**src/dcdc_charger_controller_core_defines.svh**
```systemverilog
// ---------------------------------------------------------------------------
// dcdc_charger_controller_core_defines.svh
// Assertion macros shared by the charger controller RTL.
// ---------------------------------------------------------------------------
`ifndef DCDC_CHARGER_CONTROLLER_CORE_DEFINES_SVH
`define DCDC_CHARGER_CONTROLLER_CORE_DEFINES_SVH

// Concurrent check that is switched off while reset is asserted.
`define DCDC_ASSERT_RST(label, clk, rst_n, prop, msg) \
    label: assert property (@(posedge clk) disable iff (!rst_n) prop) else $error(msg);

// Concurrent check that must also hold during reset.
`define DCDC_ASSERT_ALWAYS(label, clk, prop, msg) \
    label: assert property (@(posedge clk) prop) else $error(msg);

`endif

```
**src/dcdc_pkg.sv**
```systemverilog
`timescale 1ns / 1ps
// ---------------------------------------------------------------------------
// dcdc_pkg
// Types, codes and constants of the DC-DC charger controller.
// ---------------------------------------------------------------------------
package dcdc_pkg;

    // Field widths.
    localparam int TIME_W    = 32;
    localparam int MODE_W    = 2;
    localparam int CURRENT_W = 18;
    localparam int VOLT_W    = 15;
    localparam int MARGIN_W  = 12;
    localparam int SECONDS_W = 12;
    localparam int STATE_W   = 2;
    localparam int DELAY_W   = 22;

    // Configuration port.
    localparam int CFG_DATA_W  = 32;
    localparam int CFG_ADDR_W  = 5;
    localparam int CFG_INDEX_W = 3;

    localparam logic [CFG_INDEX_W-1:0] REG_DEAD_ZONE      = 3'd0;
    localparam logic [CFG_INDEX_W-1:0] REG_SLOW_THRESHOLD = 3'd1;
    localparam logic [CFG_INDEX_W-1:0] REG_HYSTERESIS     = 3'd2;
    localparam logic [CFG_INDEX_W-1:0] REG_FULL_VOLTAGE   = 3'd3;
    localparam logic [CFG_INDEX_W-1:0] REG_HOLDOFF        = 3'd4;

    localparam logic [MARGIN_W-1:0]  DEAD_ZONE_RESET      = 12'd100;
    localparam logic [VOLT_W-1:0]    SLOW_THRESHOLD_RESET = 15'd12200;
    localparam logic [MARGIN_W-1:0]  HYSTERESIS_RESET     = 12'd300;
    localparam logic [VOLT_W-1:0]    FULL_VOLTAGE_RESET   = 15'd14400;
    localparam logic [SECONDS_W-1:0] HOLDOFF_RESET        = 12'd30;

    // Charge mode codes.
    localparam logic [MODE_W-1:0] MODE_DISABLED    = 2'd0;
    localparam logic [MODE_W-1:0] MODE_FORCED_SLOW = 2'd1;
    localparam logic [MODE_W-1:0] MODE_AUTO        = 2'd2;

    // Reported controller state codes.
    localparam logic [STATE_W-1:0] CTRL_IDLE     = 2'd0;
    localparam logic [STATE_W-1:0] CTRL_ALT_ON   = 2'd1;
    localparam logic [STATE_W-1:0] CTRL_CHARGING = 2'd2;

    // Thresholds and timing.
    localparam logic signed [CURRENT_W-1:0] ALT_ON_MA    = 18'sd1000;
    localparam logic signed [CURRENT_W-1:0] FULL_RATE_MA = -18'sd5000;
    localparam logic [VOLT_W-1:0]           FULL_LOW_MV  = 15'd13400;
    localparam logic [TIME_W-1:0]           GRACE_MS     = 32'd10000;
    localparam logic [TIME_W-1:0]           SLOW_DWELL_MS = 32'd300000;
    localparam logic [DELAY_W-1:0]          MS_PER_SECOND = 22'd1000;

    typedef enum logic [2:0] {
        ST_IDLE     = 3'b001,
        ST_ALT_ON   = 3'b010,
        ST_CHARGING = 3'b100
    } ctrl_state_t;

endpackage

```
**src/dcdc_interfaces.sv**
```systemverilog
`timescale 1ns / 1ps
// ---------------------------------------------------------------------------
// dcdc_interfaces
// Valid/ready channels for ticks into and results out of the controller.
// ---------------------------------------------------------------------------
interface dcdc_tick_if;
    logic                                       valid;
    logic                                       ready;
    logic [dcdc_pkg::TIME_W-1:0]                now_ms;
    logic [dcdc_pkg::MODE_W-1:0]                charge_mode;
    logic signed [dcdc_pkg::CURRENT_W-1:0]      alternator_current_ma;
    logic [dcdc_pkg::VOLT_W-1:0]                starter_mv;
    logic [dcdc_pkg::VOLT_W-1:0]                house_mv;
    logic signed [dcdc_pkg::CURRENT_W-1:0]      house_current_ma;

    modport source (
        output valid, now_ms, charge_mode, alternator_current_ma,
               starter_mv, house_mv, house_current_ma,
        input  ready
    );
    modport sink (
        input  valid, now_ms, charge_mode, alternator_current_ma,
               starter_mv, house_mv, house_current_ma,
        output ready
    );
endinterface

interface dcdc_result_if;
    logic                          valid;
    logic                          ready;
    logic                          charger_enable;
    logic                          slow_charge;
    logic [dcdc_pkg::STATE_W-1:0]  ctrl_state;
    logic                          selector_both;
    logic                          fully_charged;

    modport source (
        output valid, charger_enable, slow_charge, ctrl_state,
               selector_both, fully_charged,
        input  ready
    );
    modport sink (
        input  valid, charger_enable, slow_charge, ctrl_state,
               selector_both, fully_charged,
        output ready
    );
endinterface

```
**src/dcdc_charger_controller_core.sv**
```systemverilog
`timescale 1ns / 1ps
// ---------------------------------------------------------------------------
// dcdc_charger_controller_core
// Charger state machine, holdoff timer, selector detection and slow/fast
// relay choice, evaluated once per tick request.
// ---------------------------------------------------------------------------
// Flow: a tick request is accepted into the input register and evaluated into
// the result register when that register is free or drains.
// Throughput: one tick per cycle while results drain; the state update is a
// single pass of compare and select logic between input and result registers.
// Reset: asynchronous; the machine returns to idle, all flags and timers clear
// and the configuration registers take their default values.
`include "dcdc_charger_controller_core_defines.svh"

module dcdc_charger_controller_core (
    input  logic                              clk,
    input  logic                              rst_n,
    dcdc_tick_if.sink                         tick,
    dcdc_result_if.source                     result,
    input  logic                              psel,
    input  logic                              penable,
    input  logic                              pwrite,
    input  logic [dcdc_pkg::CFG_ADDR_W-1:0]   paddr,
    input  logic [dcdc_pkg::CFG_DATA_W-1:0]   pwdata,
    output logic [dcdc_pkg::CFG_DATA_W-1:0]   prdata,
    output logic                              pready
);

    // Configuration registers.
    logic [dcdc_pkg::MARGIN_W-1:0]  dead_zone_reg;
    logic [dcdc_pkg::VOLT_W-1:0]    slow_threshold_reg;
    logic [dcdc_pkg::MARGIN_W-1:0]  hysteresis_reg;
    logic [dcdc_pkg::VOLT_W-1:0]    full_voltage_reg;
    logic [dcdc_pkg::SECONDS_W-1:0] holdoff_seconds_reg;

    logic                             cfg_write;
    logic [dcdc_pkg::CFG_INDEX_W-1:0] cfg_index;

    // Input register.
    logic                                  tick_valid_reg;
    logic [dcdc_pkg::TIME_W-1:0]           now_reg;
    logic [dcdc_pkg::MODE_W-1:0]           mode_reg;
    logic signed [dcdc_pkg::CURRENT_W-1:0] alt_ma_reg;
    logic [dcdc_pkg::VOLT_W-1:0]           starter_reg;
    logic [dcdc_pkg::VOLT_W-1:0]           house_reg;
    logic signed [dcdc_pkg::CURRENT_W-1:0] house_ma_reg;

    // Controller state.
    dcdc_pkg::ctrl_state_t          state_reg, state_next;
    logic                           alt_running_reg, alt_running_next;
    logic                           forced_slow_reg, forced_slow_next;
    logic                           slow_active_reg, slow_active_next;
    logic [dcdc_pkg::TIME_W-1:0]    slow_since_reg, slow_since_next;
    logic                           full_seen_reg, full_seen_next;
    logic                           holdoff_run_reg, holdoff_run_next;
    logic [dcdc_pkg::TIME_W-1:0]    holdoff_start_reg, holdoff_start_next;
    logic [dcdc_pkg::DELAY_W-1:0]   holdoff_delay_reg, holdoff_delay_next;
    logic                           joined_seen_reg, joined_seen_next;
    logic [dcdc_pkg::TIME_W-1:0]    joined_since_reg, joined_since_next;
    logic                           selector_reg, selector_next;
    logic                           enable_reg, enable_next;

    // Result register.
    logic                           res_valid_reg;
    logic [dcdc_pkg::STATE_W-1:0]   res_state_reg;
    logic                           res_enable_reg;
    logic                           res_slow_reg;
    logic                           res_selector_reg;
    logic                           res_full_reg;
    logic [dcdc_pkg::STATE_W-1:0]   state_code;

    logic                           advance;
    logic                           skip;
    logic                           joined_cond;
    logic [dcdc_pkg::VOLT_W-1:0]    volt_diff;
    logic [dcdc_pkg::VOLT_W:0]      fast_level;
    logic [dcdc_pkg::DELAY_W-1:0]   delay_capture;

    // ---------------- configuration port ----------------
    assign pready    = 1'b1;
    assign cfg_write = psel && penable && pwrite && pready;
    assign cfg_index = paddr[dcdc_pkg::CFG_ADDR_W-1:2];

    always_ff @(posedge clk or negedge rst_n)
    begin
        if (!rst_n)
        begin
            dead_zone_reg       <= dcdc_pkg::DEAD_ZONE_RESET;
            slow_threshold_reg  <= dcdc_pkg::SLOW_THRESHOLD_RESET;
            hysteresis_reg      <= dcdc_pkg::HYSTERESIS_RESET;
            full_voltage_reg    <= dcdc_pkg::FULL_VOLTAGE_RESET;
            holdoff_seconds_reg <= dcdc_pkg::HOLDOFF_RESET;
        end
        else if (cfg_write)
        begin
            case (cfg_index)
                dcdc_pkg::REG_DEAD_ZONE:
                    dead_zone_reg <= pwdata[dcdc_pkg::MARGIN_W-1:0];
                dcdc_pkg::REG_SLOW_THRESHOLD:
                    slow_threshold_reg <= pwdata[dcdc_pkg::VOLT_W-1:0];
                dcdc_pkg::REG_HYSTERESIS:
                    hysteresis_reg <= pwdata[dcdc_pkg::MARGIN_W-1:0];
                dcdc_pkg::REG_FULL_VOLTAGE:
                    full_voltage_reg <= pwdata[dcdc_pkg::VOLT_W-1:0];
                dcdc_pkg::REG_HOLDOFF:
                    holdoff_seconds_reg <= pwdata[dcdc_pkg::SECONDS_W-1:0];
                default:
                begin
                end
            endcase
        end
    end

    always_comb
    begin
        case (cfg_index)
            dcdc_pkg::REG_DEAD_ZONE:
                prdata = dcdc_pkg::CFG_DATA_W'(dead_zone_reg);
            dcdc_pkg::REG_SLOW_THRESHOLD:
                prdata = dcdc_pkg::CFG_DATA_W'(slow_threshold_reg);
            dcdc_pkg::REG_HYSTERESIS:
                prdata = dcdc_pkg::CFG_DATA_W'(hysteresis_reg);
            dcdc_pkg::REG_FULL_VOLTAGE:
                prdata = dcdc_pkg::CFG_DATA_W'(full_voltage_reg);
            dcdc_pkg::REG_HOLDOFF:
                prdata = dcdc_pkg::CFG_DATA_W'(holdoff_seconds_reg);
            default:
                prdata = '0;
        endcase
    end

    // ---------------- handshake ----------------
    // The held tick moves on whenever the result register is free or drains.
    assign advance    = tick_valid_reg && (!res_valid_reg || result.ready);
    assign tick.ready = !tick_valid_reg || advance;

    always_ff @(posedge clk or negedge rst_n)
    begin
        if (!rst_n)
        begin
            tick_valid_reg <= 1'b0;
        end
        else if (tick.ready)
        begin
            tick_valid_reg <= tick.valid;
        end
    end

    always_ff @(posedge clk)
    begin
        if (tick.valid && tick.ready)
        begin
            now_reg      <= tick.now_ms;
            mode_reg     <= tick.charge_mode;
            alt_ma_reg   <= tick.alternator_current_ma;
            starter_reg  <= tick.starter_mv;
            house_reg    <= tick.house_mv;
            house_ma_reg <= tick.house_current_ma;
        end
    end

    // ---------------- tick evaluation ----------------
    assign volt_diff = (starter_reg > house_reg) ? (starter_reg - house_reg)
                                                 : (house_reg - starter_reg);
    assign fast_level = {1'b0, slow_threshold_reg}
                        + (dcdc_pkg::VOLT_W + 1)'(hysteresis_reg);
    assign delay_capture = dcdc_pkg::DELAY_W'(holdoff_seconds_reg) * dcdc_pkg::MS_PER_SECOND;

    always_comb
    begin
        state_next         = state_reg;
        alt_running_next   = alt_running_reg;
        forced_slow_next   = forced_slow_reg;
        slow_active_next   = slow_active_reg;
        slow_since_next    = slow_since_reg;
        full_seen_next     = full_seen_reg;
        holdoff_run_next   = holdoff_run_reg;
        holdoff_start_next = holdoff_start_reg;
        holdoff_delay_next = holdoff_delay_reg;
        joined_seen_next   = joined_seen_reg;
        joined_since_next  = joined_since_reg;
        selector_next      = selector_reg;
        enable_next        = enable_reg;
        skip               = 1'b0;
        joined_cond        = 1'b0;

        // Holdoff expiry, with wrapping elapsed time.
        if (holdoff_run_reg &&
            (now_reg - holdoff_start_reg) >= dcdc_pkg::TIME_W'(holdoff_delay_reg))
        begin
            holdoff_run_next = 1'b0;
            if (state_next == dcdc_pkg::ST_ALT_ON)
            begin
                state_next       = dcdc_pkg::ST_CHARGING;
                slow_active_next = 1'b0;
                full_seen_next   = 1'b0;
                enable_next      = 1'b1;
            end
        end

        case (mode_reg)
            dcdc_pkg::MODE_DISABLED:
            begin
                if (state_next == dcdc_pkg::ST_CHARGING)
                begin
                    state_next       = dcdc_pkg::ST_IDLE;
                    holdoff_run_next = 1'b0;
                    enable_next      = 1'b0;
                end
                skip = 1'b1;
            end
            dcdc_pkg::MODE_FORCED_SLOW, dcdc_pkg::MODE_AUTO:
            begin
                forced_slow_next = (mode_reg == dcdc_pkg::MODE_FORCED_SLOW);
                if (state_next != dcdc_pkg::ST_CHARGING)
                begin
                    alt_running_next = 1'b0;
                end
            end
            default:
            begin
            end
        endcase

        if (!skip)
        begin
            // Alternator on/off edges.
            if (alt_ma_reg > dcdc_pkg::ALT_ON_MA)
            begin
                if (!alt_running_next)
                begin
                    if (state_next == dcdc_pkg::ST_IDLE)
                    begin
                        state_next = dcdc_pkg::ST_ALT_ON;
                        if (!holdoff_run_next)
                        begin
                            holdoff_run_next   = 1'b1;
                            holdoff_start_next = now_reg;
                            holdoff_delay_next = delay_capture;
                        end
                    end
                    alt_running_next = 1'b1;
                end
            end
            else if (alt_running_next)
            begin
                if (state_next == dcdc_pkg::ST_CHARGING)
                begin
                    state_next       = dcdc_pkg::ST_IDLE;
                    holdoff_run_next = 1'b0;
                    enable_next      = 1'b0;
                end
                alt_running_next = 1'b0;
            end

            // Banks joined when their voltages sit within the dead zone.
            if (volt_diff < dcdc_pkg::VOLT_W'(dead_zone_reg))
            begin
                if (!joined_seen_next)
                begin
                    joined_seen_next  = 1'b1;
                    joined_since_next = now_reg;
                end
            end
            else
            begin
                joined_seen_next = 1'b0;
            end

            // While charging, joined banks count only after the grace period and before full charge is seen.
            if (state_next != dcdc_pkg::ST_CHARGING)
            begin
                joined_cond = joined_seen_next;
            end
            else
            begin
                joined_cond = !full_seen_next && joined_seen_next &&
                              ((now_reg - joined_since_next) > dcdc_pkg::GRACE_MS);
            end

            if (joined_cond)
            begin
                if (state_next == dcdc_pkg::ST_ALT_ON)
                begin
                    state_next       = dcdc_pkg::ST_IDLE;
                    holdoff_run_next = 1'b0;
                    enable_next      = 1'b0;
                end
                selector_next = 1'b1;
            end
            else
            begin
                selector_next = 1'b0;
            end

            // Slow charge with hysteresis and a minimum dwell.
            if ((state_next == dcdc_pkg::ST_CHARGING && starter_reg < slow_threshold_reg)
                || forced_slow_next)
            begin
                if (!slow_active_next)
                begin
                    slow_active_next = 1'b1;
                    slow_since_next  = now_reg;
                end
            end
            else if (slow_active_next &&
                     ({1'b0, starter_reg} > fast_level) &&
                     ((now_reg - slow_since_next) > dcdc_pkg::SLOW_DWELL_MS))
            begin
                slow_active_next = 1'b0;
                slow_since_next  = '0;
            end

            if (state_next == dcdc_pkg::ST_CHARGING &&
                (house_reg > full_voltage_reg ||
                 (house_reg > dcdc_pkg::FULL_LOW_MV &&
                  house_ma_reg > dcdc_pkg::FULL_RATE_MA)))
            begin
                full_seen_next = 1'b1;
            end
        end
    end

    always_comb
    begin
        case (state_next)
            dcdc_pkg::ST_IDLE:     state_code = dcdc_pkg::CTRL_IDLE;
            dcdc_pkg::ST_ALT_ON:   state_code = dcdc_pkg::CTRL_ALT_ON;
            dcdc_pkg::ST_CHARGING: state_code = dcdc_pkg::CTRL_CHARGING;
            default:               state_code = dcdc_pkg::CTRL_IDLE;
        endcase
    end

    always_ff @(posedge clk or negedge rst_n)
    begin
        if (!rst_n)
        begin
            state_reg         <= dcdc_pkg::ST_IDLE;
            alt_running_reg   <= 1'b0;
            forced_slow_reg   <= 1'b0;
            slow_active_reg   <= 1'b0;
            slow_since_reg    <= '0;
            full_seen_reg     <= 1'b0;
            holdoff_run_reg   <= 1'b0;
            holdoff_start_reg <= '0;
            holdoff_delay_reg <= '0;
            joined_seen_reg   <= 1'b0;
            joined_since_reg  <= '0;
            selector_reg      <= 1'b0;
            enable_reg        <= 1'b0;
        end
        else if (advance)
        begin
            state_reg         <= state_next;
            alt_running_reg   <= alt_running_next;
            forced_slow_reg   <= forced_slow_next;
            slow_active_reg   <= slow_active_next;
            slow_since_reg    <= slow_since_next;
            full_seen_reg     <= full_seen_next;
            holdoff_run_reg   <= holdoff_run_next;
            holdoff_start_reg <= holdoff_start_next;
            holdoff_delay_reg <= holdoff_delay_next;
            joined_seen_reg   <= joined_seen_next;
            joined_since_reg  <= joined_since_next;
            selector_reg      <= selector_next;
            enable_reg        <= enable_next;
        end
    end

    // ---------------- result register ----------------
    always_ff @(posedge clk or negedge rst_n)
    begin
        if (!rst_n)
        begin
            res_valid_reg <= 1'b0;
        end
        else if (advance)
        begin
            res_valid_reg <= 1'b1;
        end
        else if (result.ready)
        begin
            res_valid_reg <= 1'b0;
        end
    end

    always_ff @(posedge clk)
    begin
        if (advance)
        begin
            res_state_reg    <= state_code;
            res_enable_reg   <= enable_next;
            res_slow_reg     <= slow_active_next;
            res_selector_reg <= selector_next;
            res_full_reg     <= full_seen_next;
        end
    end

    assign result.valid          = res_valid_reg;
    assign result.charger_enable = res_enable_reg;
    assign result.slow_charge    = res_slow_reg;
    assign result.ctrl_state     = res_state_reg;
    assign result.selector_both  = res_selector_reg;
    assign result.fully_charged  = res_full_reg;

    // ---------------- assertions ----------------
    // The enable relay is driven exactly while the machine is charging.
    `DCDC_ASSERT_ALWAYS(a_enable_tracks_charging, clk,
        enable_reg == (state_reg == dcdc_pkg::ST_CHARGING),
        "charger enable out of step with charging state")
    // Full charge is only ever flagged while charging.
    `DCDC_ASSERT_RST(a_full_only_charging, clk, rst_n,
        $rose(full_seen_reg) |-> state_reg == dcdc_pkg::ST_CHARGING,
        "full charge flagged outside charging")
    // Every evaluated tick lands in the result register.
    `DCDC_ASSERT_RST(a_advance_gives_result, clk, rst_n,
        advance |=> res_valid_reg,
        "evaluated tick produced no result")
    // A held tick that cannot move on stays in the input register.
    `DCDC_ASSERT_RST(a_tick_held, clk, rst_n,
        (tick_valid_reg && !advance) |=> tick_valid_reg && $stable(now_reg),
        "stalled tick lost from input register")

endmodule

```
**src/flat_wrapper.sv**
```systemverilog
// flat-port wrapper written by rule: the top's interface ports become plain ports
module dcdc_charger_controller_core_flat 
  (clk, rst_n, psel, penable, pwrite, paddr, pwdata, prdata, pready, tick_valid, tick_now_ms, tick_charge_mode, tick_alternator_current_ma, tick_starter_mv, tick_house_mv, tick_house_current_ma, tick_ready, result_valid, result_charger_enable, result_slow_charge, result_ctrl_state, result_selector_both, result_fully_charged, result_ready);
  dcdc_tick_if tick_i ();
  dcdc_result_if result_i ();
  input  logic clk;
  input  logic rst_n;
  input  logic psel;
  input  logic penable;
  input  logic pwrite;
  input  logic [dcdc_pkg::CFG_ADDR_W-1:0] paddr;
  input  logic [dcdc_pkg::CFG_DATA_W-1:0] pwdata;
  output logic [dcdc_pkg::CFG_DATA_W-1:0] prdata;
  output logic pready;
  input wire logic [$bits(tick_i.valid)-1:0] tick_valid;
  input wire logic [$bits(tick_i.now_ms)-1:0] tick_now_ms;
  input wire logic [$bits(tick_i.charge_mode)-1:0] tick_charge_mode;
  input wire logic [$bits(tick_i.alternator_current_ma)-1:0] tick_alternator_current_ma;
  input wire logic [$bits(tick_i.starter_mv)-1:0] tick_starter_mv;
  input wire logic [$bits(tick_i.house_mv)-1:0] tick_house_mv;
  input wire logic [$bits(tick_i.house_current_ma)-1:0] tick_house_current_ma;
  output wire logic [$bits(tick_i.ready)-1:0] tick_ready;
  output wire logic [$bits(result_i.valid)-1:0] result_valid;
  output wire logic [$bits(result_i.charger_enable)-1:0] result_charger_enable;
  output wire logic [$bits(result_i.slow_charge)-1:0] result_slow_charge;
  output wire logic [$bits(result_i.ctrl_state)-1:0] result_ctrl_state;
  output wire logic [$bits(result_i.selector_both)-1:0] result_selector_both;
  output wire logic [$bits(result_i.fully_charged)-1:0] result_fully_charged;
  input wire logic [$bits(result_i.ready)-1:0] result_ready;
  assign tick_i.valid = tick_valid;
  assign tick_i.now_ms = tick_now_ms;
  assign tick_i.charge_mode = tick_charge_mode;
  assign tick_i.alternator_current_ma = tick_alternator_current_ma;
  assign tick_i.starter_mv = tick_starter_mv;
  assign tick_i.house_mv = tick_house_mv;
  assign tick_i.house_current_ma = tick_house_current_ma;
  assign tick_ready = tick_i.ready;
  assign result_valid = result_i.valid;
  assign result_charger_enable = result_i.charger_enable;
  assign result_slow_charge = result_i.slow_charge;
  assign result_ctrl_state = result_i.ctrl_state;
  assign result_selector_both = result_i.selector_both;
  assign result_fully_charged = result_i.fully_charged;
  assign result_i.ready = result_ready;
  dcdc_charger_controller_core u_core (.clk(clk), .rst_n(rst_n), .tick(tick_i), .result(result_i), .psel(psel), .penable(penable), .pwrite(pwrite), .paddr(paddr), .pwdata(pwdata), .prdata(prdata), .pready(pready));
endmodule
```
**config.mk**
```make
export PLATFORM = sky130hd
export DESIGN_NAME = dcdc_charger_controller_core_flat
export DESIGN_NICKNAME = d
export VERILOG_FILES = /design/src/dcdc_pkg.sv /design/src/dcdc_interfaces.sv /design/src/dcdc_charger_controller_core.sv /design/src/flat_wrapper.sv
export VERILOG_INCLUDE_DIRS = /design/src /design/src/src
export SDC_FILE = /design/constraint.sdc
export NUM_CORES = 1
export LEC_CHECK = 0
export BUFFER_PORTS_ARGS = -buffer_cell sky130_fd_sc_hd__buf_2
export CAP_MARGIN = 20
export CORE_ASPECT_RATIO = 0.6
export CORE_MARGIN = 1.5
export CORE_UTILIZATION = 51
export CTS_CLUSTER_SIZE = 20
export DETAILED_ROUTE_END_ITERATION = 8
export GPL_TIMING_DRIVEN = 1
export PLACE_DENSITY = 0.69
export SLEW_MARGIN = 15
export SYNTH_ARGS = -nofsm -noshare
export SYNTH_HDL_FRONTEND = slang
export SYNTH_SLANG_ARGS = --single-unit
```
**constraint.sdc**
```tcl
create_clock -name clk -period 19.5 [get_ports clk]
set_input_delay 0.975 -clock clk [delete_from_list [all_inputs] [get_ports clk]]
set_output_delay 0.975 -clock clk [all_outputs]
set_load 0.02 [all_outputs]
```
==> results of run 1 <==
==> worst max-delay path: cells and delay by family, from the launching register on <==
kind,cells,cell delay (ns)
adders and majority gates,5,1.75
DFF,1,0.46
muxes,1,0.33
AOI/OAI and AO/OA,19,5.83
xor gates and xnor gates,1,0.31
buffers and inverters,3,0.63
and+or+nand+nor,8,1.77
==> logic make-up after synthesis <==
group                      share of synthesized area (%)
AOI/OAI and AO/OA                                   21.8
xor gates and xnor gates                            3.31
adders and majority gates                           16.9
buffers and inverters                               5.76
DFF                                                 33.5
muxes                                               7.75
other                                             0.0312
and+or+nand+nor                                     11.0
==> cells in the mapped netlist (29+ instances only) <==
cell type | number | share of area, %
a21oi_1 | 183 | 3.8
mux2_2 | 105 | 4.9
xnor2_1 | 55 | 2.0
o21ai_0 | 114 | 2.4
ha_1 | 253 | 13
mux2i_1 | 49 | 2.0
o21a_1 | 38 | 1.2
edfxtp_1 | 106 | 13
a2111oi_2 | 29 | 1.8
nand4_1 | 30 | 0.78
dfrtp_1 | 170 | 18
clkbuf_1 | 72 | 1.1
nand3_1 | 48 | 1.0
a21o_1 | 74 | 2.3
fa_1 | 44 | 3.7
inv_1 | 225 | 3.5
nor2_1 | 112 | 1.7
a2111oi_0 | 40 | 1.5
xor2_1 | 36 | 1.3
nand2_1 | 153 | 2.4
==> area by class of cell <==
type,count,area (um^2)
inverter,226,848
clock inverter,17,256
multi-input combinational,1848,14700
timing repair buffer,168,926
fill,4048,19900
sequential,300,8070
clock buffer,40,881
tap,630,788
==> worst max-delay path by stage <==
stage,to
global placement,u_core.result.selector_both
detailed placement,u_core.result.selector_both
floorplan,u_core.result.selector_both
global route,u_core.result.selector_both
CTS,u_core.result.selector_both
finish,u_core.result.selector_both
==> cells in the final DEF (no fill, tap or decap), types with 40 or more instances in the layout <==
cell         n
a2111oi_0   40
a21o_1      74
a21oi_1    183
buf_2      146
dfrtp_1    170
edfxtp_1   106
fa_1        44
ha_1       253
inv_1      225
mux2_2     105
mux2i_1     48
nand2_1    152
nand3_1     48
nor2_1     111
o21ai_0    114
xnor2_1     55
==> metal layers <==
metal	part of all wire [%]	vias up	GRT usage, %
li1	-	9339	-
met1	50	9733	44.8
met2	38	857	38.5
met3	11	77	8.01
met4	1.3	0	3.98
met5	0	-	0
==> power by group through the flow <==
stage                     Clock [mW]  Sequential [mW]  Combinational [mW]
after floorplan                    0            0.827                1.32
after global placement             0            0.861                1.66
after detailed placement           0            0.866                1.71
after CTS                      0.682            0.855                1.73
after global routing           0.707            0.871                1.97
final                          0.673            0.859                1.76
==> reports/results.tsv, run 1 <==
stage	metric	value	unit
finish	fin_area	0.0265	mm^2
cts	cts-htree-levels	1	
global_route	grt_overflow	0	
synth	ys_types	95	
cts	cts_tree	done	
timing	timing.fmax	88.0	MHz
floorplan	die_y	171	um
timing	final_hold_viol_count	0	
worst_setup_path	r2r_slack	8.14	ns
worst_hold_path	hold_path.class	input port to async pin	
timing	skew	0.0132	ns
placement	place_area	0.0253	mm^2
placement	pre_cts_ws	8.56	ns
power	irDropWorstVdd	0.105	mV
floorplan	start_util	51.9	%
global_route	grt_pass1_vias	19202	
cts	cts_buffers	31	
cts	cts-root-buf	clkbuf_16	
worst_setup_path	path_class	flip-flop to flip-flop	
power	p_leak	11.7	nW
global_route	grtUsageTotal	28.4	%
worst_setup_path	r2r_start	u_core.starter_reg[10]	
power	combPwrFrac	53.5	%
drt	antenna_left	0	
timing	hold_slack	0.377	ns
placement	dp_hpwl	53000	um
floorplan	dieArea	0.0485	mm^2
power	power_frac_seq	26.1	%
cts	post_cts_buffers	0	
cts	clockBufferDepth	3	
synth	ys_warn_count	0	
power	switching_share	42.6	%
finish	nets	3016	
cts	ctsResizeCount	0	
finish	postLayoutCoreUtil	57.1	%
placement	gp_congestion	0.997	
timing	post-route-period-util	58.3	%
synth	synth-main-ff-cell	dfrtp_1	
power	power.density	124	mW/mm^2
global_route	grt_max_degree	120	
run	cap_violations	0	
worst_setup_path	cp-end-kind	flip-flop	
power	power.internal	1.89	mW
cts	cts_sinks	300	
finish	drive_gt1_share	15.9	%
timing	final.setup.worst_slack	8.14	ns
finish	antenna_cells	0	
global_route	antenna_found_initial	0	
synth	syn_area	0.0241	mm^2
timing	finalSetupViolations	0	
synth	synth-seq-area-share	33.5	%
timing	maxSlewHeadroom	24.4	%
drt	drt_wl_total	69200	um
synth	synth_seq_cells	300	
worst_setup_path	ff2ff_path_depth	37	
floorplan	io_pins	185	
timing	min_period	11.36	ns
power	p_sw	1.40	mW
worst_setup_path	path_max_fanout	36	
synth	syn_inst	2473	
timing	tightest_slew	1.13	ns
cts	insertion_delay	0.59	ns
floorplan	rows	61	
drt	wl_per_cell	21.4	um
cts	cts_hold_buf	0	
drt	vias	20006	
drt	first_pass_iters	6	
status	status	completed	
timing	rsz0062_at_grt	false	
worst_setup_path	r2r_end	u_core.result.selector_both	
worst_setup_path	cp.required	19.83	ns
power	power.total	3.29	mW
drt	drc	0	
placement	numPortBuffers	147	
timing	tns	0	ns
placement	placed_cells	3169	
worst_setup_path	worstPathArrival	11.69	ns
worst_setup_path	cp_slowest_cell	a221oi_1	
timing	finalMaxSlewViolations	0	
worst_setup_path	cpPeakStageDelay	0.66	ns
drt	routed_via_density	6.20	
worst_setup_path	start_kind	flip-flop	
finish	finalNonFillerCells	3229	
cts	clk_pin_slew	0.07	ns
synth	synth-edff-count	106	
drt	drt_iter0_drc	2112	
finish	areaGrowthSynthToFinish	9.99	%
global_route	grt_pass1_wl	109000	um
power	clock_power_share	20.4	%
synth	syn_area_per_cell	9.73	um^2
floorplan	core_area	0.0464	mm^2
synth	ys_async_sr_fraction	64.7	%
worst_setup_path	worstSetupStartpoint	u_core.starter_reg[10]	
floorplan	dieWidth	283	um
Note: power is estimated with default switching activity, not from simulation.
==> inputs of run 2 (changes only) <==
--- a/config.mk
+++ b/config.mk
@@ -6,6 +6,7 @@
 export SDC_FILE = /design/constraint.sdc
 export NUM_CORES = 1
 export LEC_CHECK = 0
+export ABC_AREA = 1
 export BUFFER_PORTS_ARGS = -buffer_cell sky130_fd_sc_hd__buf_2
 export CAP_MARGIN = 20
 export CORE_ASPECT_RATIO = 0.6
@@ -14,7 +15,7 @@
 export CTS_CLUSTER_SIZE = 20
 export DETAILED_ROUTE_END_ITERATION = 8
 export GPL_TIMING_DRIVEN = 1
-export PLACE_DENSITY = 0.69
+export PLACE_DENSITY = 0.72
 export SLEW_MARGIN = 15
 export SYNTH_ARGS = -nofsm -noshare
 export SYNTH_HDL_FRONTEND = slang
==> constraint.sdc (replaced) <==
create_clock -name clk -period 10.21 [get_ports clk]
set_input_delay 0.5105 -clock clk [delete_from_list [all_inputs] [get_ports clk]]
set_output_delay 0.5105 -clock clk [all_outputs]
set_load 0.02 [all_outputs]
==> run 2 against run 1 <==
Compared with the run above:
- the run now ends with hold timing left
- sequential share of layout area is 0.50 points higher
- critical path depth up 9
- count of clock-buffer cells in the layout is 3 lower
- routed wire length up 1.5%
- fmax increased by 36%
- largest power group unchanged
==> reports/results.tsv, run 2 <==
stage	metric	value	unit
synth	syn_area_per_cell	7.82	um^2
drt	drc	0	
timing	min_period	8.37	ns
finish	fillers	4183	
cts	clockBufferDepth	3	
run	cap_violations	0	
global_route	grt_pass1_vias	19938	
placement	place_area	0.0248	mm^2
finish	nets	3587	
synth	ys_async_sr_fraction	64.7	%
cts	cts-root-buf	clkbuf_16	
power	p_leak	13.0	nW
global_route	grt_pass1_wl	110000	um
floorplan	start_util	52.1	%
floorplan	core_area	0.0452	mm^2
power	power_frac_seq	24.5	%
synth	synthMuxAreaShare	0.128	%
drt	routed_via_density	5.61	
worst_setup_path	cp.required	10.56	ns
status	failed_checks	hold timing	
global_route	grtUsageTotal	29.7	%
worst_hold_path	hold_path.class	input port to async pin	
worst_setup_path	path_class	flip-flop to flip-flop	
synth	syn_inst	3009	
power	power.internal	3.95	mW
floorplan	rows	60	
placement	gp_congestion	1.01	
timing	maxSlewHeadroom	28.3	%
status	status	complete, but fails checks	
cts	clk_pin_slew	0.07	ns
timing	hold_slack	-0.00159	ns
worst_setup_path	r2r_slack	1.84	ns
synth	ys_warn_count	0	
finish	final_common_cell	nand2_1	
timing	skew	0.0173	ns
synth	synth_compound_area_share	14.6	%
synth	netlist_top_cells_count	nand2_1 (740), inv_1 (455), ha_1 (253), o21ai_0 (253), a21oi_1 (213)	
floorplan	dieWidth	280	um
synth	synth-main-ff-cell	dfrtp_1	
drt	drt_iter0_drc	2258	
timing	rsz0062_at_grt	false	
drt	antenna_left	0	
power	irDropWorstVdd	0.169	mV
worst_setup_path	start_kind	flip-flop	
placement	numPortBuffers	147	
worst_setup_path	worstPathArrival	8.73	ns
timing	post-route-period-util	82.0	%
synth	synth-edff-count	106	
synth	synth_area_leaders	dfrtp_1 (18%), edfxtp_1 (14%), ha_1 (13%)	
synth	synth_top_area_share	18.1	%
worst_setup_path	ff2ff_path_depth	46	
finish	final_cell_mix	nand2_1 (740), inv_1 (454), o21ai_0 (253), ha_1 (253), a21oi_1 (213)	
floorplan	dieArea	0.0475	mm^2
synth	yosysTopAreaCell	dfrtp_1	
power	clock_power_share	17.4	%
synth	synthAdderAreaFrac	17.2	%
worst_setup_path	cp_slowest_cell	edfxtp_1	
synth	syn_area	0.0235	mm^2
floorplan	io_pins	185	
global_route	grt_max_degree	112	
drt	first_pass_iters	6	
placement	dp_hpwl	55700	um
cts	insertion_delay	0.60	ns
timing	tightest_slew	1.07	ns
timing	tns	0	ns
synth	synth_top_family_by_area	simple AND/OR/NAND/NOR gates	
cts	cts_tree	done	
synth	synth.most_common_cell	nand2_1	
cts	cts_buffers	31	
synth	synth-xor-area-share	3.64	%
worst_setup_path	cpMostUsedCell	nand2_1	
worst_setup_path	path_max_fanout	57	
worst_setup_path	cp-end-kind	flip-flop	
power	power.density	286	mW/mm^2
global_route	grt_overflow	0	
cts	cts-htree-levels	1	
cts	post_cts_buffers	0	
synth	ys_types	67	
timing	final_hold_viol_count	2	
synth	synth-seq-area-share	34.3	%
timing	timing.fmax	119	MHz
finish	areaGrowthSynthToFinish	10.7	%
power	switching_share	47.0	%
timing	finalSetupViolations	0	
drt	wl_per_cell	18.5	um
synth	yosys.area_share.simple	20.9	%
cts	cts_hold_buf	0	
drt	vias	21271	
drt	drt_wl_total	70300	um
power	p_sw	3.50	mW
finish	drive_gt1_share	9.59	%
worst_setup_path	cpPeakStageDelay	0.52	ns
power	combPwrFrac	58.1	%
worst_setup_path	r2r_start	u_core.starter_reg[7]	
synth	synth_seq_cells	300	
floorplan	die_y	169	um
finish	fin_area	0.0260	mm^2
cts	ctsResizeCount	0	
worst_setup_path	r2r_end	u_core.result.selector_both	
global_route	antenna_found_initial	4	
timing	finalMaxSlewViolations	0	
cts	cts_sinks	300	
-- run 2: changes by cell type in the layout (fill, tap and decap cells not counted), sizes merged, moves of 25 or more --
cell | previous run | this run
nor2 | 112 | 165
nand2 | 153 | 752
o21ai | 130 | 268
nor2b | 28 | 0
nand2b | 28 | 0
o21a | 39 | 5
inv | 227 | 467
nand3 | 49 | 141
mux2i | 49 | 3
a21o | 74 | 14
a22oi | 28 | 3
mux2 | 122 | 0
a2111oi | 72 | 2
a21oi | 185 | 216
-- run 2: routing by layer --
metal  routed length (um)  vias up  global-route usage [%]  part of all wire (%)
li1                     -    10177                       -                     -
met2                27100      881                    40.7                    39
met5                    7        -                       0                 0.010
met3                 7690       63                    6.88                    11
met1                34600    10148                    47.4                    49
met4                  865        2                    4.16                   1.2
-- run 2: worst max-delay path: cells and delay by family (launching register included) --
family          cells  cell delay [ns]
compound gates      9             1.61
xor+xnor            1             0.19
fa+ha+maj           3             1.21
buf+inv             8             1.19
flops               1             0.52
mux                 1             0.39
simple gates       24             3.00
-- run 2: layout make-up --
cell class              instances  area (um^2)  share of cell area (%)
clock buffers                  37          860                    3.30
clock inverters                21          289                    1.11
flip-flops and latches        300         8070                    31.0
repair buffers                165          920                    3.53
inverters                     463         1740                    6.68
diodes                          2         5.00                  0.0192
multi-input cells            2185        13400                    51.4
well taps                     620          776                    2.98
-- run 2: cell families (layout without fill, tap and decap cells) --
group | count (synthesis) | after routing
muxes | 3 | 3
and+or+nand+nor | 1162 | 1162
xor gates and xnor gates | 97 | 97
adders and majority gates | 297 | 297
buffers and inverters | 540 | 686
other | 2 | 20
DFF | 300 | 300
AOI/OAI and AO/OA | 608 | 608
-- run 2: worst max-delay path by stage --
| stage | startpoint | to | slack (ns) | cells after the start |
|---|---|---|---|---|
| after floorplan | u_core.house_reg[9] | u_core.result.selector_both | 3.66 | 47 |
| after global placement | u_core.starter_reg[9] | u_core.result.selector_both | 2.17 | 47 |
| after detailed placement | u_core.starter_reg[7] | u_core.result.selector_both | 2.02 | 46 |
| after CTS | u_core.starter_reg[7] | u_core.result.selector_both | 2.00 | 46 |
| after global routing | u_core.starter_reg[6] | u_core.result.selector_both | 1.25 | 48 |
| final | u_core.starter_reg[7] | u_core.result.selector_both | 1.84 | 46 |
-- run 2: per-stage QoR --
stage | hold WS [ns] | cells | power [mW] | setup WS, ns | util, %
2_1_floorplan | 0.215 | 3025 | 5.00 | 3.66 | -
3_3_place_gp | 0.457 | 3730 | 5.90 | 2.17 | 54.9
3_5_place_dp | 0.458 | 3730 | 6.07 | 2.02 | 54.9
4_1_cts | 0.0582 | 3788 | 7.39 | 2.00 | 57.5
5_1_grt | 0.0550 | 3792 | 8.11 | 1.25 | 57.6
6_report | -0.00159 | 3793 | 7.44 | 1.84 | 57.6
-- run 2: power by group through the flow --
| stage | Sequential (mW) | Combinational (mW) | Clock (mW) |
|---|---|---|---|
| 5_1_grt | 1.86 | 4.90 | 1.35 |
| 2_1_floorplan | 1.76 | 3.25 | 0 |
| 6_report | 1.82 | 4.33 | 1.29 |
| 3_3_place_gp | 1.82 | 4.08 | 0 |
| 4_1_cts | 1.82 | 4.27 | 1.30 |
| 3_5_place_dp | 1.83 | 4.23 | 0 |
==> inputs of run 3 (changes only) <==
--- a/config.mk
+++ b/config.mk
@@ -6,7 +6,7 @@
 export SDC_FILE = /design/constraint.sdc
 export NUM_CORES = 1
 export LEC_CHECK = 0
-export ABC_AREA = 1
+export ABC_AREA = 0
 export BUFFER_PORTS_ARGS = -buffer_cell sky130_fd_sc_hd__buf_2
 export CAP_MARGIN = 20
 export CORE_ASPECT_RATIO = 0.6
@@ -15,7 +15,7 @@
 export CTS_CLUSTER_SIZE = 20
 export DETAILED_ROUTE_END_ITERATION = 8
 export GPL_TIMING_DRIVEN = 1
-export PLACE_DENSITY = 0.72
+export PLACE_DENSITY = 0.69
 export SLEW_MARGIN = 15
 export SYNTH_ARGS = -nofsm -noshare
 export SYNTH_HDL_FRONTEND = slang
==> constraint.sdc (replaced) <==
create_clock -name clk -period 8.2 [get_ports clk]
set_input_delay 0.41 -clock clk [delete_from_list [all_inputs] [get_ports clk]]
set_output_delay 0.41 -clock clk [all_outputs]
set_load 0.02 [all_outputs]
==> run 3 against run 2 <==
Compared with the run above:
- the flow now finishes without violations
- critical path depth decreased by 9
- global-route usage rose by 0.49 points
- via count shrank 0.88%
- non-clock buffer count grew 268
- first-iteration DRC count is 9.7% lower
- largest cell class unchanged
- highest routed layer is now met4
==> reports/results.tsv, run 3 (synthesized netlist as in run 1, its figures left out) <==
stage	metric	value	unit
worst_setup_path	start_kind	flip-flop	
global_route	grt_pass1_wl	115000	um
placement	numPortBuffers	147	
finish	fillers	3881	
power	power.density	283	mW/mm^2
timing	post-route-period-util	99.0	%
worst_setup_path	path_class	flip-flop to flip-flop	
floorplan	core_area	0.0464	mm^2
cts	clk_pin_slew	0.07	ns
placement	dp_hpwl	55700	um
timing	maxSlewHeadroom	26.9	%
worst_setup_path	cp.required	8.54	ns
global_route	antenna_found_initial	2	
drt	antenna_left	0	
cts	cts-htree-levels	1	
cts	cts-root-buf	clkbuf_16	
cts	clockBufferDepth	3	
placement	gp_congestion	0.981	
finish	drive_gt1_share	22.2	%
power	irDropWorstVdd	0.196	mV
finish	final_common_cell	ha_1	
timing	min_period	8.12	ns
timing	timing.fmax	123	MHz
global_route	grt_pass1_vias	20293	
drt	drt_iter0_drc	2039	
timing	skew	0.0210	ns
finish	final_cell_mix	ha_1 (244), inv_1 (224), buf_4 (188), a21oi_1 (176), dfrtp_1 (170)	
floorplan	dieArea	0.0485	mm^2
timing	tns	0	ns
finish	nets	3281	
power	switching_share	42.5	%
timing	hold_slack	0.0183	ns
finish	areaGrowthSynthToFinish	20.3	%
worst_hold_path	hold_path.class	input port to flip-flop	
cts	cts_sinks	300	
floorplan	die_y	171	um
drt	routed_via_density	6.03	
cts	insertion_delay	0.60	ns
power	power_frac_seq	24.8	%
drt	drc	0	
global_route	grt_max_degree	84	
worst_setup_path	cpPeakStageDelay	0.45	ns
floorplan	io_pins	185	
drt	drt_wl_total	73900	um
drt	wl_per_cell	21.2	um
timing	rsz0062_at_grt	true	
status	status	completed	
cts	cts_tree	done	
timing	finalSetupViolations	0	
cts	cts_buffers	31	
drt	first_pass_iters	5	
worst_setup_path	cp_slowest_cell	edfxtp_1	
power	p_leak	12.9	nW
timing	final_hold_viol_count	0	
power	clock_power_share	17.7	%
global_route	grt_overflow	0	
drt	vias	21083	
power	power.internal	4.72	mW
power	p_sw	3.48	mW
run	cap_violations	0	
global_route	grtUsageTotal	30.1	%
floorplan	dieWidth	283	um
worst_setup_path	worstPathArrival	8.46	ns
floorplan	rows	61	
power	combPwrFrac	57.5	%
timing	finalMaxSlewViolations	0	
worst_setup_path	path_max_fanout	5	
floorplan	start_util	51.9	%
worst_setup_path	cp-end-kind	flip-flop	
timing	tightest_slew	1.09	ns
[run 3: cell types whose count changed in the layout (fill, tap and decap cells not counted), moves of 33 or more]
cell	previous run	this run
a21oi_1	213	176
mux2_2	0	104
nor2_1	150	108
o21a_1	5	38
o21ai_0	253	109
buf_4	15	188
nand2_1	740	151
a2111oi_0	2	37
dlygate4sd3_1	0	93
inv_1	454	224
a21o_1	14	73
nand3_1	134	47
mux2i_1	2	47
[run 3: final timing paths]
| check | startpoint | endpoint | slack, ns | cells past startpoint |
|---|---|---|---|---|
| hold / removal | tick_starter_mv[1] | u_core.starter_reg[1] | 0.02 | 1 |
| hold reg to reg | u_core.holdoff_delay_reg[13] | u_core.holdoff_delay_reg[13] | 0.49 | 2 |
| setup reg to reg | u_core.starter_reg[5] | u_core.result.selector_both | 0.08 | 37 |
| setup / recovery | u_core.starter_reg[5] | u_core.result.selector_both | 0.08 | 37 |
| min in group asynchronous | rst_n | u_core.holdoff_seconds_reg[0] | 0.44 | 2 |
| max in group asynchronous | rst_n | u_core.joined_since_reg[25] | 5.73 | 4 |
[run 3: area by class of cell]
type | instances | area [um^2] | share of cell area (%)
inverters | 226 | 848 | 2.93
clock inverters | 18 | 168 | 0.579
diodes | 1 | 2.50 | 0.00864
repair buffers | 433 | 3140 | 10.9
multi-input cells | 1848 | 15100 | 52.2
flip-flops and latches | 300 | 8070 | 27.9
clock buffers | 38 | 832 | 2.87
well taps | 630 | 788 | 2.72
[run 3: metrics by stage]
stage | std cells | instance area (um^2) | worst slack, ns | power [mW] | util [%]
global route | 3494 | 28900 | -0.182 | 8.83 | 62.4
global placement | 3323 | 26500 | -0.146 | 6.31 | 57.1
finish | 3494 | 28900 | 0.0794 | 8.20 | 62.4
detailed placement | 3324 | 26500 | -0.342 | 6.45 | 57.1
CTS | 3474 | 28500 | 0.00853 | 8.00 | 61.3
floorplan | 2489 | 24200 | 0.0263 | 5.11 | -
[run 3: critical path, delay by kind of cell, from the launching register on]
kind	cells	cell delay, ns
xor gates and xnor gates	1	0.16
adders and majority gates	3	0.73
muxes	2	0.41
DFF	1	0.45
buffers and inverters	3	0.46
and+or+nand+nor	13	2.57
AOI/OAI and AO/OA	15	3.07
[run 3: what timing repair did]
item | in CTS | in global routing
setup endpoints to repair | 2 | 2
buffers inserted | 4 | 17
pin swaps | 5 | 38
hold buffers | 90 | 3
gates resized for setup | 9 | 62
cloned | 0 | 0
hold endpoints to repair | 148 | 3
[run 3: metal layers]
metal  global-route usage (%)  vias up  routed length, um
met5                        0        -                  0
met3                     7.97       69               7750
met2                     42.5      926              29500
met1                     46.3    10247              35700
li1                         -     9841                  -
met4                     4.81        0               1010
[run 3: power groups by stage]
stage | combinational [mW] | clock, mW | sequential [mW]
2_1_floorplan | 3.15 | 0 | 1.97
3_3_place_gp | 4.27 | 0 | 2.04
3_5_place_dp | 4.40 | 0 | 2.05
4_1_cts | 4.51 | 1.47 | 2.02
5_1_grt | 5.24 | 1.53 | 2.06
6_report | 4.72 | 1.45 | 2.03
